--- src/hw/rtl/i2cbl_pkg.sv ---
`timescale 1ns / 1ps
// ----------------------------------------------------------------------------
// i2cbl_pkg
// Shared types and constants for the I2C bootloader host sequencer: opcodes,
// phases, result kinds, status codes, run descriptors and register map.
// ----------------------------------------------------------------------------
package i2cbl_pkg;

  // largest payload a write may carry
  localparam int unsigned MAX_PAYLOAD = 256;

  // reply bytes from the target
  localparam logic [7:0] BYTE_ACK  = 8'h79;
  localparam logic [7:0] BYTE_NACK = 8'h1F;

  // command bytes, sent with their complement
  localparam logic [7:0] CMD_GETID = 8'h02;
  localparam logic [7:0] CMD_ERASE = 8'h44;
  localparam logic [7:0] CMD_WRITE = 8'h31;
  localparam logic [7:0] CMD_GO    = 8'h21;

  // special mass erase frame: ff ff 00
  localparam logic [7:0] ERASE_FILL = 8'hFF;
  localparam logic [7:0] ERASE_END  = 8'h00;

  // register reset values, in ms
  localparam logic [15:0] RST_CMD_ACK   = 16'd800;
  localparam logic [15:0] RST_ADDR_ACK  = 16'd1500;
  localparam logic [15:0] RST_DATA_ACK  = 16'd5000;
  localparam logic [15:0] RST_ERASE_ACK = 16'd30000;
  localparam logic [15:0] RST_GO_ACK    = 16'd500;

  typedef enum logic [2:0] {
    OP_GETID,
    OP_ERASE,
    OP_WRITE,
    OP_GO,
    OP_PAYLOAD,
    OP_TARGET,
    OP_TICK,
    OP_FAULT
  } op_t;

  typedef enum logic [2:0] {
    PH_IDLE,
    PH_CMD_ACK,
    PH_ADDR_ACK,
    PH_PAYLOAD,
    PH_DATA_ACK,
    PH_ERASE_ACK,
    PH_GO_ACK,
    PH_ID_REPLY
  } phase_t;

  typedef enum logic [1:0] {
    KIND_TX,
    KIND_READ,
    KIND_DONE
  } kind_t;

  typedef enum logic [2:0] {
    ST_OK,
    ST_NACK,
    ST_TIMEOUT,
    ST_BAD_RESP,
    ST_BUS_FAULT,
    ST_BAD_REQ
  } status_t;

  // shape of the result run that one item causes
  typedef enum logic [2:0] {
    RUN_CMD,          // cmd, ~cmd (end), read
    RUN_ERASE,        // ff, ff, 00 (end), read
    RUN_ADDR,         // four address bytes, xor (end), read
    RUN_TX,           // one byte, no frame end
    RUN_PAYLOAD_END,  // last payload byte, xor (end), read
    RUN_READ,         // one read request
    RUN_DONE          // completion
  } run_t;

  typedef enum logic [2:0] {
    REG_CMD_ACK,
    REG_ADDR_ACK,
    REG_DATA_ACK,
    REG_ERASE_ACK,
    REG_GO_ACK
  } reg_idx_t;

  typedef struct packed {
    run_t        run;
    logic [7:0]  byte0;
    logic [7:0]  byte1;
    logic [31:0] addr;
    status_t     status;
    logic [15:0] id;
  } run_desc_t;

  typedef struct packed {
    logic [15:0] cmd_ack;
    logic [15:0] addr_ack;
    logic [15:0] data_ack;
    logic [15:0] erase_ack;
    logic [15:0] go_ack;
  } ack_limits_t;

endpackage

--- src/hw/rtl/i2cbl_cfg_regs.sv ---
`timescale 1ns / 1ps
// ----------------------------------------------------------------------------
// i2cbl_cfg_regs
// APB-style register file holding the five acknowledge time limits.
// ----------------------------------------------------------------------------
module i2cbl_cfg_regs (
  input  logic                    clk,
  input  logic                    rst_n,
  input  logic                    psel,
  input  logic                    penable,
  input  logic                    pwrite,
  input  logic [4:0]              paddr,
  input  logic [31:0]             pwdata,
  output logic [31:0]             prdata,
  output logic                    pready,
  output i2cbl_pkg::ack_limits_t  limits
);
  import i2cbl_pkg::*;

  ack_limits_t limits_r;
  ack_limits_t limits_nxt;
  reg_idx_t    idx;
  logic        wr_en;

  assign pready = 1'b1;
  assign idx    = reg_idx_t'(paddr[4:2]);
  assign wr_en  = psel & penable & pwrite;
  assign limits = limits_r;

  always_comb begin
    limits_nxt = limits_r;
    if (wr_en) begin
      unique case (idx)
        REG_CMD_ACK:   limits_nxt.cmd_ack   = pwdata[15:0];
        REG_ADDR_ACK:  limits_nxt.addr_ack  = pwdata[15:0];
        REG_DATA_ACK:  limits_nxt.data_ack  = pwdata[15:0];
        REG_ERASE_ACK: limits_nxt.erase_ack = pwdata[15:0];
        REG_GO_ACK:    limits_nxt.go_ack    = pwdata[15:0];
        default: ;
      endcase
    end
  end

  always_comb begin
    unique case (idx)
      REG_CMD_ACK:   prdata = {16'd0, limits_r.cmd_ack};
      REG_ADDR_ACK:  prdata = {16'd0, limits_r.addr_ack};
      REG_DATA_ACK:  prdata = {16'd0, limits_r.data_ack};
      REG_ERASE_ACK: prdata = {16'd0, limits_r.erase_ack};
      REG_GO_ACK:    prdata = {16'd0, limits_r.go_ack};
      default:       prdata = 32'd0;
    endcase
  end

  always_ff @(posedge clk) begin
    if (!rst_n) begin
      limits_r.cmd_ack   <= RST_CMD_ACK;
      limits_r.addr_ack  <= RST_ADDR_ACK;
      limits_r.data_ack  <= RST_DATA_ACK;
      limits_r.erase_ack <= RST_ERASE_ACK;
      limits_r.go_ack    <= RST_GO_ACK;
    end else begin
      limits_r <= limits_nxt;
    end
  end

endmodule

--- src/hw/rtl/i2cbl_front.sv ---
`timescale 1ns / 1ps
// ----------------------------------------------------------------------------
// i2cbl_front
// Protocol sequencer: classifies each item against the current phase, updates
// the exchange state and issues one run descriptor per item that has results.
// ----------------------------------------------------------------------------
module i2cbl_front (
  input  logic                    clk,
  input  logic                    rst_n,
  input  logic                    item_valid,
  input  logic [2:0]              opcode,
  input  logic [31:0]             target_address,
  input  logic [8:0]              payload_length,
  input  logic [7:0]              byte_value,
  input  i2cbl_pkg::ack_limits_t  limits,
  output logic                    desc_push,
  output i2cbl_pkg::run_desc_t    desc
);
  import i2cbl_pkg::*;

  phase_t      phase_r,       phase_nxt;
  op_t         operation_r,   operation_nxt;
  logic [31:0] held_address_r, held_address_nxt;
  logic [8:0]  bytes_left_r,  bytes_left_nxt;
  logic [7:0]  running_xor_r, running_xor_nxt;
  logic [15:0] elapsed_r,     elapsed_nxt;
  logic [2:0]  reply_index_r, reply_index_nxt;
  logic [15:0] id_value_r,    id_value_nxt;

  op_t         op;
  logic [7:0]  xor_mix;
  logic [8:0]  left;
  logic [15:0] limit;
  logic        in_ack_wait;

  assign op      = op_t'(opcode);
  assign xor_mix = running_xor_r ^ byte_value;
  assign left    = bytes_left_r - {8'd0, (bytes_left_r != 9'd0)};

  assign in_ack_wait = (phase_r == PH_CMD_ACK) || (phase_r == PH_ADDR_ACK) ||
                       (phase_r == PH_DATA_ACK) || (phase_r == PH_ERASE_ACK) ||
                       (phase_r == PH_GO_ACK);

  always_comb begin
    unique case (phase_r)
      PH_CMD_ACK:   limit = limits.cmd_ack;
      PH_ADDR_ACK:  limit = limits.addr_ack;
      PH_DATA_ACK:  limit = limits.data_ack;
      PH_ERASE_ACK: limit = limits.erase_ack;
      default:      limit = limits.go_ack;
    endcase
  end

  always_comb begin
    phase_nxt        = phase_r;
    operation_nxt    = operation_r;
    held_address_nxt = held_address_r;
    bytes_left_nxt   = bytes_left_r;
    running_xor_nxt  = running_xor_r;
    elapsed_nxt      = elapsed_r;
    reply_index_nxt  = reply_index_r;
    id_value_nxt     = id_value_r;
    desc_push        = 1'b0;
    desc             = '0;
    desc.run         = RUN_READ;
    desc.status      = ST_OK;

    if (item_valid) begin
      unique case (op)
        OP_GETID, OP_ERASE, OP_WRITE, OP_GO: begin
          if (phase_r == PH_IDLE) begin
            id_value_nxt     = 16'd0;
            operation_nxt    = op;
            held_address_nxt = target_address;
            desc_push        = 1'b1;
            if (op == OP_WRITE && (payload_length == 9'd0 ||
                payload_length > 9'(MAX_PAYLOAD))) begin
              desc.run    = RUN_DONE;
              desc.status = ST_BAD_REQ;
            end else begin
              if (op == OP_WRITE) begin
                bytes_left_nxt  = payload_length;
                running_xor_nxt = payload_length[7:0] - 8'd1;
              end
              desc.run = RUN_CMD;
              unique case (op)
                OP_GETID: desc.byte0 = CMD_GETID;
                OP_ERASE: desc.byte0 = CMD_ERASE;
                OP_WRITE: desc.byte0 = CMD_WRITE;
                default:  desc.byte0 = CMD_GO;
              endcase
              phase_nxt   = PH_CMD_ACK;
              elapsed_nxt = 16'd0;
            end
          end
        end

        OP_PAYLOAD: begin
          if (phase_r == PH_PAYLOAD) begin
            desc_push       = 1'b1;
            running_xor_nxt = xor_mix;
            bytes_left_nxt  = left;
            desc.byte0      = byte_value;
            if (left == 9'd0) begin
              desc.run    = RUN_PAYLOAD_END;
              desc.byte1  = xor_mix;
              phase_nxt   = PH_DATA_ACK;
              elapsed_nxt = 16'd0;
            end else begin
              desc.run = RUN_TX;
            end
          end
        end

        OP_TARGET: begin
          if (phase_r != PH_IDLE && phase_r != PH_PAYLOAD) begin
            desc_push = 1'b1;
            desc.id   = id_value_r;
            if (phase_r == PH_ID_REPLY) begin
              if (reply_index_r == 3'd0 && byte_value != BYTE_ACK) begin
                desc.run    = RUN_DONE;
                desc.status = ST_BAD_RESP;
                phase_nxt   = PH_IDLE;
              end else if (reply_index_r >= 3'd4) begin
                desc.run  = RUN_DONE;
                phase_nxt = PH_IDLE;
              end else begin
                if (reply_index_r == 3'd2) begin
                  id_value_nxt[15:8] = byte_value;
                end
                if (reply_index_r == 3'd3) begin
                  id_value_nxt[7:0] = byte_value;
                end
                reply_index_nxt = reply_index_r + 3'd1;
                desc.run        = RUN_READ;
              end
            end else if (byte_value == BYTE_ACK) begin
              if (phase_r == PH_CMD_ACK) begin
                elapsed_nxt = 16'd0;
                unique case (operation_r)
                  OP_GETID: begin
                    reply_index_nxt = 3'd0;
                    phase_nxt       = PH_ID_REPLY;
                    desc.run        = RUN_READ;
                  end
                  OP_ERASE: begin
                    desc.run  = RUN_ERASE;
                    phase_nxt = PH_ERASE_ACK;
                  end
                  OP_WRITE: begin
                    desc.run  = RUN_ADDR;
                    desc.addr = held_address_r;
                    phase_nxt = PH_ADDR_ACK;
                  end
                  default: begin
                    desc.run  = RUN_ADDR;
                    desc.addr = held_address_r;
                    phase_nxt = PH_GO_ACK;
                  end
                endcase
              end else if (phase_r == PH_ADDR_ACK) begin
                desc.run   = RUN_TX;
                desc.byte0 = running_xor_r;
                phase_nxt  = PH_PAYLOAD;
              end else begin
                desc.run  = RUN_DONE;
                phase_nxt = PH_IDLE;
              end
            end else if (byte_value == BYTE_NACK) begin
              desc.run    = RUN_DONE;
              desc.status = ST_NACK;
              phase_nxt   = PH_IDLE;
            end else if (elapsed_r >= limit) begin
              desc.run    = RUN_DONE;
              desc.status = ST_TIMEOUT;
              phase_nxt   = PH_IDLE;
            end else begin
              desc.run = RUN_READ;
            end
          end
        end

        OP_TICK: begin
          if (in_ack_wait && elapsed_r != 16'hFFFF) begin
            elapsed_nxt = elapsed_r + 16'd1;
          end
        end

        OP_FAULT: begin
          if (phase_r != PH_IDLE) begin
            desc_push   = 1'b1;
            desc.run    = RUN_DONE;
            desc.status = ST_BUS_FAULT;
            desc.id     = id_value_r;
            phase_nxt   = PH_IDLE;
          end
        end

        default: ;
      endcase
    end
  end

  always_ff @(posedge clk) begin
    if (!rst_n) begin
      phase_r        <= PH_IDLE;
      operation_r    <= OP_GETID;
      held_address_r <= 32'd0;
      bytes_left_r   <= 9'd0;
      running_xor_r  <= 8'd0;
      elapsed_r      <= 16'd0;
      reply_index_r  <= 3'd0;
      id_value_r     <= 16'd0;
    end else begin
      phase_r        <= phase_nxt;
      operation_r    <= operation_nxt;
      held_address_r <= held_address_nxt;
      bytes_left_r   <= bytes_left_nxt;
      running_xor_r  <= running_xor_nxt;
      elapsed_r      <= elapsed_nxt;
      reply_index_r  <= reply_index_nxt;
      id_value_r     <= id_value_nxt;
    end
  end

endmodule

--- src/hw/rtl/i2cbl_run_fifo.sv ---
`timescale 1ns / 1ps
// ----------------------------------------------------------------------------
// i2cbl_run_fifo
// Short queue of run descriptors between the sequencer and the result stage.
// ----------------------------------------------------------------------------
module i2cbl_run_fifo #(
  parameter int unsigned DEPTH = 4
) (
  input  logic                  clk,
  input  logic                  rst_n,
  input  logic                  wr_en,
  input  i2cbl_pkg::run_desc_t  wr_data,
  output logic                  full,
  input  logic                  rd_en,
  output i2cbl_pkg::run_desc_t  rd_data,
  output logic                  empty
);
  import i2cbl_pkg::*;

  localparam int unsigned PTR_W = (DEPTH > 1) ? $clog2(DEPTH) : 1;
  localparam int unsigned CNT_W = $clog2(DEPTH + 1);
  localparam logic [PTR_W-1:0] LAST_PTR = PTR_W'(DEPTH - 1);

  run_desc_t        slot_r [DEPTH];
  logic [PTR_W-1:0] wr_ptr_r, wr_ptr_nxt;
  logic [PTR_W-1:0] rd_ptr_r, rd_ptr_nxt;
  logic [CNT_W-1:0] count_r,  count_nxt;
  logic             do_wr;
  logic             do_rd;

  assign full    = (count_r == CNT_W'(DEPTH));
  assign empty   = (count_r == '0);
  assign do_wr   = wr_en & ~full;
  assign do_rd   = rd_en & ~empty;
  assign rd_data = slot_r[rd_ptr_r];

  always_comb begin
    wr_ptr_nxt = wr_ptr_r;
    rd_ptr_nxt = rd_ptr_r;
    count_nxt  = count_r;
    if (do_wr) begin
      wr_ptr_nxt = (wr_ptr_r == LAST_PTR) ? '0 : wr_ptr_r + PTR_W'(1);
    end
    if (do_rd) begin
      rd_ptr_nxt = (rd_ptr_r == LAST_PTR) ? '0 : rd_ptr_r + PTR_W'(1);
    end
    if (do_wr && !do_rd) begin
      count_nxt = count_r + CNT_W'(1);
    end else if (do_rd && !do_wr) begin
      count_nxt = count_r - CNT_W'(1);
    end
  end

  always_ff @(posedge clk) begin
    if (!rst_n) begin
      wr_ptr_r <= '0;
      rd_ptr_r <= '0;
      count_r  <= '0;
    end else begin
      wr_ptr_r <= wr_ptr_nxt;
      rd_ptr_r <= rd_ptr_nxt;
      count_r  <= count_nxt;
    end
  end

  always_ff @(posedge clk) begin
    if (do_wr) begin
      slot_r[wr_ptr_r] <= wr_data;
    end
  end

endmodule

--- src/hw/rtl/i2cbl_back.sv ---
`timescale 1ns / 1ps
// ----------------------------------------------------------------------------
// i2cbl_back
// Result stage: expands the head run descriptor into result items, one per
// cycle while the consumer keeps popping, into an output register that the consumer pops.
// ----------------------------------------------------------------------------
module i2cbl_back (
  input  logic                  clk,
  input  logic                  rst_n,
  input  logic                  desc_valid,
  input  i2cbl_pkg::run_desc_t  desc,
  output logic                  desc_pop,
  input  logic                  out_pop,
  output logic                  out_empty,
  output logic [1:0]            out_result_kind,
  output logic [7:0]            out_tx_byte,
  output logic                  out_frame_end,
  output logic [2:0]            out_status,
  output logic [15:0]           out_product_id,
  output logic                  out_run_last
);
  import i2cbl_pkg::*;

  logic [2:0]  idx_r, idx_nxt;
  logic        valid_r, valid_nxt;
  kind_t       kind_r;
  logic [7:0]  tx_r;
  logic        fe_r;
  status_t     status_r;
  logic [15:0] pid_r;
  logic        last_r;

  logic        advance;
  logic        take;
  logic [2:0]  last_idx;
  logic        is_last;
  kind_t       kind_c;
  logic [7:0]  tx_c;
  logic        fe_c;
  logic [7:0]  addr_xor;

  assign addr_xor = desc.addr[31:24] ^ desc.addr[23:16] ^ desc.addr[15:8] ^ desc.addr[7:0];
  assign advance  = ~valid_r | out_pop;
  assign take     = advance & desc_valid;
  assign is_last  = (idx_r == last_idx);
  assign desc_pop = take & is_last;

  // result at position idx_r of the head run
  always_comb begin
    kind_c   = KIND_READ;
    tx_c     = 8'd0;
    fe_c     = 1'b0;
    last_idx = 3'd0;
    unique case (desc.run)
      RUN_CMD: begin
        last_idx = 3'd2;
        if (idx_r == 3'd0) begin
          kind_c = KIND_TX;
          tx_c   = desc.byte0;
        end else if (idx_r == 3'd1) begin
          kind_c = KIND_TX;
          tx_c   = ~desc.byte0;
          fe_c   = 1'b1;
        end
      end
      RUN_ERASE: begin
        last_idx = 3'd3;
        if (idx_r <= 3'd1) begin
          kind_c = KIND_TX;
          tx_c   = ERASE_FILL;
        end else if (idx_r == 3'd2) begin
          kind_c = KIND_TX;
          tx_c   = ERASE_END;
          fe_c   = 1'b1;
        end
      end
      RUN_ADDR: begin
        last_idx = 3'd5;
        if (idx_r != 3'd5) begin
          kind_c = KIND_TX;
        end
        unique case (idx_r)
          3'd0:    tx_c = desc.addr[31:24];
          3'd1:    tx_c = desc.addr[23:16];
          3'd2:    tx_c = desc.addr[15:8];
          3'd3:    tx_c = desc.addr[7:0];
          3'd4: begin
            tx_c = addr_xor;
            fe_c = 1'b1;
          end
          default: tx_c = 8'd0;
        endcase
      end
      RUN_TX: begin
        kind_c = KIND_TX;
        tx_c   = desc.byte0;
      end
      RUN_PAYLOAD_END: begin
        last_idx = 3'd2;
        if (idx_r == 3'd0) begin
          kind_c = KIND_TX;
          tx_c   = desc.byte0;
        end else if (idx_r == 3'd1) begin
          kind_c = KIND_TX;
          tx_c   = desc.byte1;
          fe_c   = 1'b1;
        end
      end
      RUN_READ: kind_c = KIND_READ;
      RUN_DONE: kind_c = KIND_DONE;
      default:  kind_c = KIND_READ;
    endcase
  end

  always_comb begin
    idx_nxt   = idx_r;
    valid_nxt = valid_r;
    if (take) begin
      idx_nxt   = is_last ? 3'd0 : idx_r + 3'd1;
      valid_nxt = 1'b1;
    end else if (out_pop) begin
      valid_nxt = 1'b0;
    end
  end

  always_ff @(posedge clk) begin
    if (!rst_n) begin
      idx_r   <= 3'd0;
      valid_r <= 1'b0;
    end else begin
      idx_r   <= idx_nxt;
      valid_r <= valid_nxt;
    end
  end

  always_ff @(posedge clk) begin
    if (take) begin
      kind_r   <= kind_c;
      tx_r     <= tx_c;
      fe_r     <= fe_c;
      status_r <= (kind_c == KIND_DONE) ? desc.status : ST_OK;
      pid_r    <= (kind_c == KIND_DONE) ? desc.id : 16'd0;
      last_r   <= is_last;
    end
  end

  assign out_empty       = ~valid_r;
  assign out_result_kind = kind_r;
  assign out_tx_byte     = tx_r;
  assign out_frame_end   = fe_r;
  assign out_status      = status_r;
  assign out_product_id  = pid_r;
  assign out_run_last    = last_r;

endmodule

--- src/hw/rtl/mcu_i2c_bootloader_host_sequencer_core.sv ---
`timescale 1ns / 1ps
// ----------------------------------------------------------------------------
// mcu_i2c_bootloader_host_sequencer_core
// Host side of an I2C system-bootloader exchange: get id, mass erase, write
// memory and go, with checksummed frames and acknowledge waits with limits.
// ----------------------------------------------------------------------------
//
//  channel  | handshake               | payload
//  ---------+-------------------------+------------------------------------------
//  input    | push / full             | in_opcode, in_target_address,
//           |                         | in_payload_length, in_byte_value
//  result   | pop / empty             | out_result_kind, out_tx_byte, out_frame_end,
//           |                         | out_status, out_product_id, out_run_last
//  config   | psel, penable, pwrite,  | paddr (reg i at 4*i), pwdata, prdata
//           | pready (always high)    |
//
//  the sequencer takes one item per cycle while the run queue has room
//  (QUEUE_DEPTH entries); an item that causes results takes one queue entry
//  the result stage emits one result per cycle while the consumer pops; an
//  item causes 1 to 6 results, and sustained rate is set by the result count
//  reset (synchronous, rst_n low) idles the sequencer, empties the queue and
//  loads the limit registers with their defaults; no clearing pass
//  a stalled consumer holds the output register; the queue absorbs up to
//  QUEUE_DEPTH runs before full rises
//
module mcu_i2c_bootloader_host_sequencer_core #(
  parameter int unsigned QUEUE_DEPTH = 4
) (
  input  logic        clk,
  input  logic        rst_n,
  // input item channel
  input  logic        push,
  output logic        full,
  input  logic [2:0]  in_opcode,
  input  logic [31:0] in_target_address,
  input  logic [8:0]  in_payload_length,
  input  logic [7:0]  in_byte_value,
  // result channel
  output logic        empty,
  input  logic        pop,
  output logic [1:0]  out_result_kind,
  output logic [7:0]  out_tx_byte,
  output logic        out_frame_end,
  output logic [2:0]  out_status,
  output logic [15:0] out_product_id,
  output logic        out_run_last,
  // configuration port
  input  logic        psel,
  input  logic        penable,
  input  logic        pwrite,
  input  logic [4:0]  paddr,
  input  logic [31:0] pwdata,
  output logic [31:0] prdata,
  output logic        pready
);
  import i2cbl_pkg::*;

  ack_limits_t limits;
  run_desc_t   front_desc;
  run_desc_t   head_desc;
  logic        front_push;
  logic        queue_full;
  logic        queue_empty;
  logic        head_pop;
  logic        item_accept;

  // an item enters whenever the queue has a free entry
  assign full        = queue_full;
  assign item_accept = push & ~queue_full;

  i2cbl_cfg_regs u_cfg (
    .clk     (clk),
    .rst_n   (rst_n),
    .psel    (psel),
    .penable (penable),
    .pwrite  (pwrite),
    .paddr   (paddr),
    .pwdata  (pwdata),
    .prdata  (prdata),
    .pready  (pready),
    .limits  (limits)
  );

  // protocol state and classification of each item
  i2cbl_front u_front (
    .clk            (clk),
    .rst_n          (rst_n),
    .item_valid     (item_accept),
    .opcode         (in_opcode),
    .target_address (in_target_address),
    .payload_length (in_payload_length),
    .byte_value     (in_byte_value),
    .limits         (limits),
    .desc_push      (front_push),
    .desc           (front_desc)
  );

  // decouples sequencing from result delivery
  i2cbl_run_fifo #(
    .DEPTH (QUEUE_DEPTH)
  ) u_queue (
    .clk     (clk),
    .rst_n   (rst_n),
    .wr_en   (front_push),
    .wr_data (front_desc),
    .full    (queue_full),
    .rd_en   (head_pop),
    .rd_data (head_desc),
    .empty   (queue_empty)
  );

  // expands each run into result items
  i2cbl_back u_back (
    .clk             (clk),
    .rst_n           (rst_n),
    .desc_valid      (~queue_empty),
    .desc            (head_desc),
    .desc_pop        (head_pop),
    .out_pop         (pop),
    .out_empty       (empty),
    .out_result_kind (out_result_kind),
    .out_tx_byte     (out_tx_byte),
    .out_frame_end   (out_frame_end),
    .out_status      (out_status),
    .out_product_id  (out_product_id),
    .out_run_last    (out_run_last)
  );

endmodule

--- config.mk ---
export PLATFORM = sky130hd
export DESIGN_NAME = mcu_i2c_bootloader_host_sequencer_core
export DESIGN_NICKNAME = d
export VERILOG_FILES = /design/src/hw/rtl/i2cbl_pkg.sv /design/src/hw/rtl/i2cbl_cfg_regs.sv /design/src/hw/rtl/i2cbl_front.sv /design/src/hw/rtl/i2cbl_run_fifo.sv /design/src/hw/rtl/i2cbl_back.sv /design/src/hw/rtl/mcu_i2c_bootloader_host_sequencer_core.sv
export SDC_FILE = /design/constraint.sdc
export NUM_CORES = 1
export LEC_CHECK = 0
export ABC_AREA = 1
export BUFFER_PORTS_ARGS = -buffer_cell sky130_fd_sc_hd__buf_4
export CAP_MARGIN = 20
export CORE_MARGIN = 2
export CORE_UTILIZATION = 55
export CTS_BUF_LIST = sky130_fd_sc_hd__clkbuf_16
export DETAILED_ROUTE_END_ITERATION = 8
export GPL_ROUTABILITY_DRIVEN = 0
export GPL_TIMING_DRIVEN = 0
export PLACE_DENSITY_LB_ADDON = 0.05
export SYNTH_ARGS = -nofsm -noshare
export SYNTH_HDL_FRONTEND = slang
export SYNTH_HIERARCHICAL = 1
export SYNTH_SLANG_ARGS = --single-unit
--- constraint.sdc ---
create_clock -name clk -period 5.3 [get_ports clk]
set_clock_uncertainty 0.1 [all_clocks]
set_input_delay 0.265 -clock clk [delete_from_list [all_inputs] [get_ports clk]]
set_output_delay 0.265 -clock clk [all_outputs]
set_load 0.1 [all_outputs]
==> results.toml <==
[outcome]
status = "complete, no violations"

[critical_path]
reg2reg_from = "u_front/phase_r[2]"
max_stage_delay_ps = 720
crit_family = "simple AND/OR/NAND/NOR gates"
crit_path_frequent_cell = "nand2_1"
start_kind = "register"
timing_worst_setup_path_type = "reg2reg"
cp_data_arrival_time_ps = 4840
rr_worst_depth = 14
path_buf_inv = 3
r2r_slack_ps = 640
crit_path_end_kind = "register"
path_depth = 14
crit_fanout = 10
cp.required_ps = 5490
startpoint = "u_front/phase_r[2]"
crit_end = "u_queue/slot_r[3][17]"
slowest_stage = "nor3_1"
crit_chain = "clkbuf_1, nand2_1, inv_2, nor2_1, nand2_1, clkbuf_1, o21ai_0, ha_1, nand2_1, nor4_1, nand2_1, nand2_1, a21oi_1, nor3_1"
r2r_end = "u_queue/slot_r[3][17]"

[synthesis]
synth_compound_area_share_pct = 11.1
synth_top_family_by_area = "simple AND/OR/NAND/NOR gates"
synth_xor_area_share_pct = 0.609
synth-warning-count = 6
synth_edf_count = 311
synthCells = 2781
synth_flop_cell = "edfxtp_1"
ys_ff_latch = 494
syn_avg_cell_area_um2 = 8.78
synth-simple-area-share_pct = 25.7
synthAdderAreaFrac_pct = 1.93
synth_area_um2 = 24400
synth_seq_area_share_pct = 53.2
yosys.cell_types.count = 55
async_flop_share_pct = 0
synth_mux_area_share_pct = 0.287

[worst_hold_path]
hp-class = "in2reg"

[timing]
worst_slew_pin_slew_ps = 921
setup-tns-final_ps = 0
grt_setup_unrepaired = "false"
period_share_pct = 87.8
setup_viol = 0
report.final.slew_viol_count = 0
clock.fmax_mhz = 215
hold_violations = 0
slew_headroom_pct = 38.1
period_needed_ps = 4660

[clocking]
clock_sinks = 494
cts_root_buffer = "clkbuf_16"
insertion_delay_ps = 620
htreeDepth = 2
ctsResizeCount = 0
cts_tree = "done"
clock_tree.buffer_depth = 3
cts_setup_buffers = 0
cts_buffers = 52
cts.reportedPaths.clkPinSlew_ps = 60

[detailed_routing]
vias_per_cell = 5.69
ant_nets = 0
finalWirelength_um = 72200
routedWlPerCell_um = 19.6
drc_errors = 0
vias = 20900
firstDrtPassIters = 6
drt_iter0_drc = 2156

[layout]
antenna_cells = 0
fin_nets = 3177
layout_common_cells = "nand2_1 (534), nor2_1 (503), edfxtp_1 (311), o21ai_0 (209), inv_1 (205)"
syn_to_final_growth_pct = 17.3
drive_gt1_share_pct = 14.4
final_util_pct = 65.1
final_common_cell = "nand2_1"

[power_and_ir_drop]
p_leak_nw = 11.6
irDropWorstVdd_mv = 0.452
powerDensity_nw_per_um2 = 477
power_mw = 13.7

[global_route]
grt.met2_usage_pct = 51.4
grt_usage_pct = 31.0
grt_max_degree = 30
grt_pass1_wl_um = 111000
busiest_layer = "met2"
grtUsageMet3_pct = 4.32
grt_overflow_total = 0
grt_pass1_vias = 20000
antenna_found_initial = 0
grt_util_met1_pct = 41.0

[die]
pin_count = 162
die_y_um = 215
dieArea_um2 = 46100
row_count = 77
die_w_um = 215
start_util_pct = 55.5
core-area_um2 = 44000

[placement]
port_buffers = 125
dp_hpwl_um = 49800

[job]
maxCapViolations = 0
-- cell usage after synthesis (4+ instances only) --
library cell	n	area [um2]
nor3b_1	32	240
edfxtp_1	311	9340
inv_1	188	706
nand2_1	534	2000
xnor2_1	4	35.0
mux2i_1	7	70.1
a32o_1	9	90.1
buf_2	33	165
nand3_2	6	60.1
clkbuf_1	64	240
nor2_2	8	50.1
buf_12	5	100
dfxtp_1	183	3660
nand2_2	9	56.3
nor2_4	51	574
o22ai_2	40	500
xor2_1	13	114
buf_4	27	203
a21oi_1	78	390
inv_2	28	105
o22ai_1	46	288
buf_6	13	146
nand3_1	170	851
ha_1	36	450
nand4_1	54	338
nor3_1	16	80.1
o21ai_1	49	245
buf_1	9	33.8
o21ai_0	209	1050
nor2_1	507	1900
-- what timing repair did --
item	in CTS	in global routing
setup endpoints to repair	0	0
hold buffers	59	0
endpoints found under the hold margin	135	0
-- routing by layer --
| layer | part of all wire [%] | vias up |
|---|---|---|
| li1 | - | 9879 |
| met1 | 41 | 9865 |
| met4 | 4.5 | 0 |
| met2 | 47 | 967 |
| met5 | 0 | - |
| met3 | 7.9 | 218 |
-- through the flow --
stage	hold WS [ps]	setup slack [ps]	area, um2	cells
finish	38.4	644	28700	3680
global route	55.1	556	28700	3680
CTS	2.87	845	28700	3680
detailed placement	349	885	26400	3523
global placement	347	-3270	26200	3513
floorplan	286	-446	24500	2796
-- tightest hold or removal path: stages --
cell and delay [ps]:
buf_4 110, nand2_1 50, o21ai_0 70, o21ai_1 80
a21oi_1 130
-- worst min path at each step --
| stage | start | endpoint | cells past startpoint |
|---|---|---|---|
| after detailed placement | u_front/id_value_r[0] | u_front/id_value_r[0] | 2 |
| after global placement | u_front/id_value_r[0] | u_front/id_value_r[0] | 2 |
| final | in_payload_length[2] | u_front/bytes_left_r[2] | 5 |
| after floorplan | rst_n | u_queue/wr_ptr_r[0] | 2 |
| after CTS | in_payload_length[2] | u_front/bytes_left_r[2] | 5 |
| after global routing | in_payload_length[2] | u_front/bytes_left_r[2] | 5 |
-- cell type report --
cell class / instances / area (um2)
clock inverter: 45 / 333
clock buffer: 53 / 1330
inverter: 220 / 831
sequential: 494 / 13000
multi-input combinational: 1931 / 9790
fill: 3651 / 15400
buffer: 151 / 888
timing repair buffer: 194 / 1740
tap: 592 / 741
-- where the power goes --
| group | total (mW) | leakage (nW) | internal, mW | switching (mW) |
|---|---|---|---|---|
| clock | 3.54 | 0.874 | 2.01 | 1.53 |
| sequential | 4.77 | 4.45 | 4.59 | 0.177 |
| combinational | 5.35 | 6.31 | 1.47 | 3.88 |
| total | 13.7 | 11.6 | 8.07 | 5.59 |
-- registers in the layout (all words and copies together), names as in the netlist, named ones only --
name and cells:
u_back/idx_r 3, u_back/out_frame_end 1, u_back/out_product_id 16, u_back/out_result_kind 2, u_back/out_run_last 1, u_back/out_status 3, u_back/out_tx_byte 8, u_back/valid_r 1
u_cfg/limits 80, u_front/bytes_left_r 9, u_front/elapsed_r 16, u_front/held_address_r 32, u_front/id_value_r 16, u_front/operation_r 3, u_front/phase_r 3, u_front/reply_index_r 3
u_front/running_xor_r 8, u_queue/count_r 3, u_queue/rd_ptr_r 2, u_queue/slot_r 280, u_queue/wr_ptr_r 2
-- cells by family (layout without fill, tap and decap cells) --
logic type,after synthesis,count (layout)
AOI/OAI and AO/OA,451,451
xor gates and xnor gates,17,17
adders and majority gates,37,37
buffers and inverters,371,663
DFF,494,494
muxes,7,7
other,2,17
and+or+nand+nor,1402,1402
Note: power is estimated with default switching activity, not from simulation.
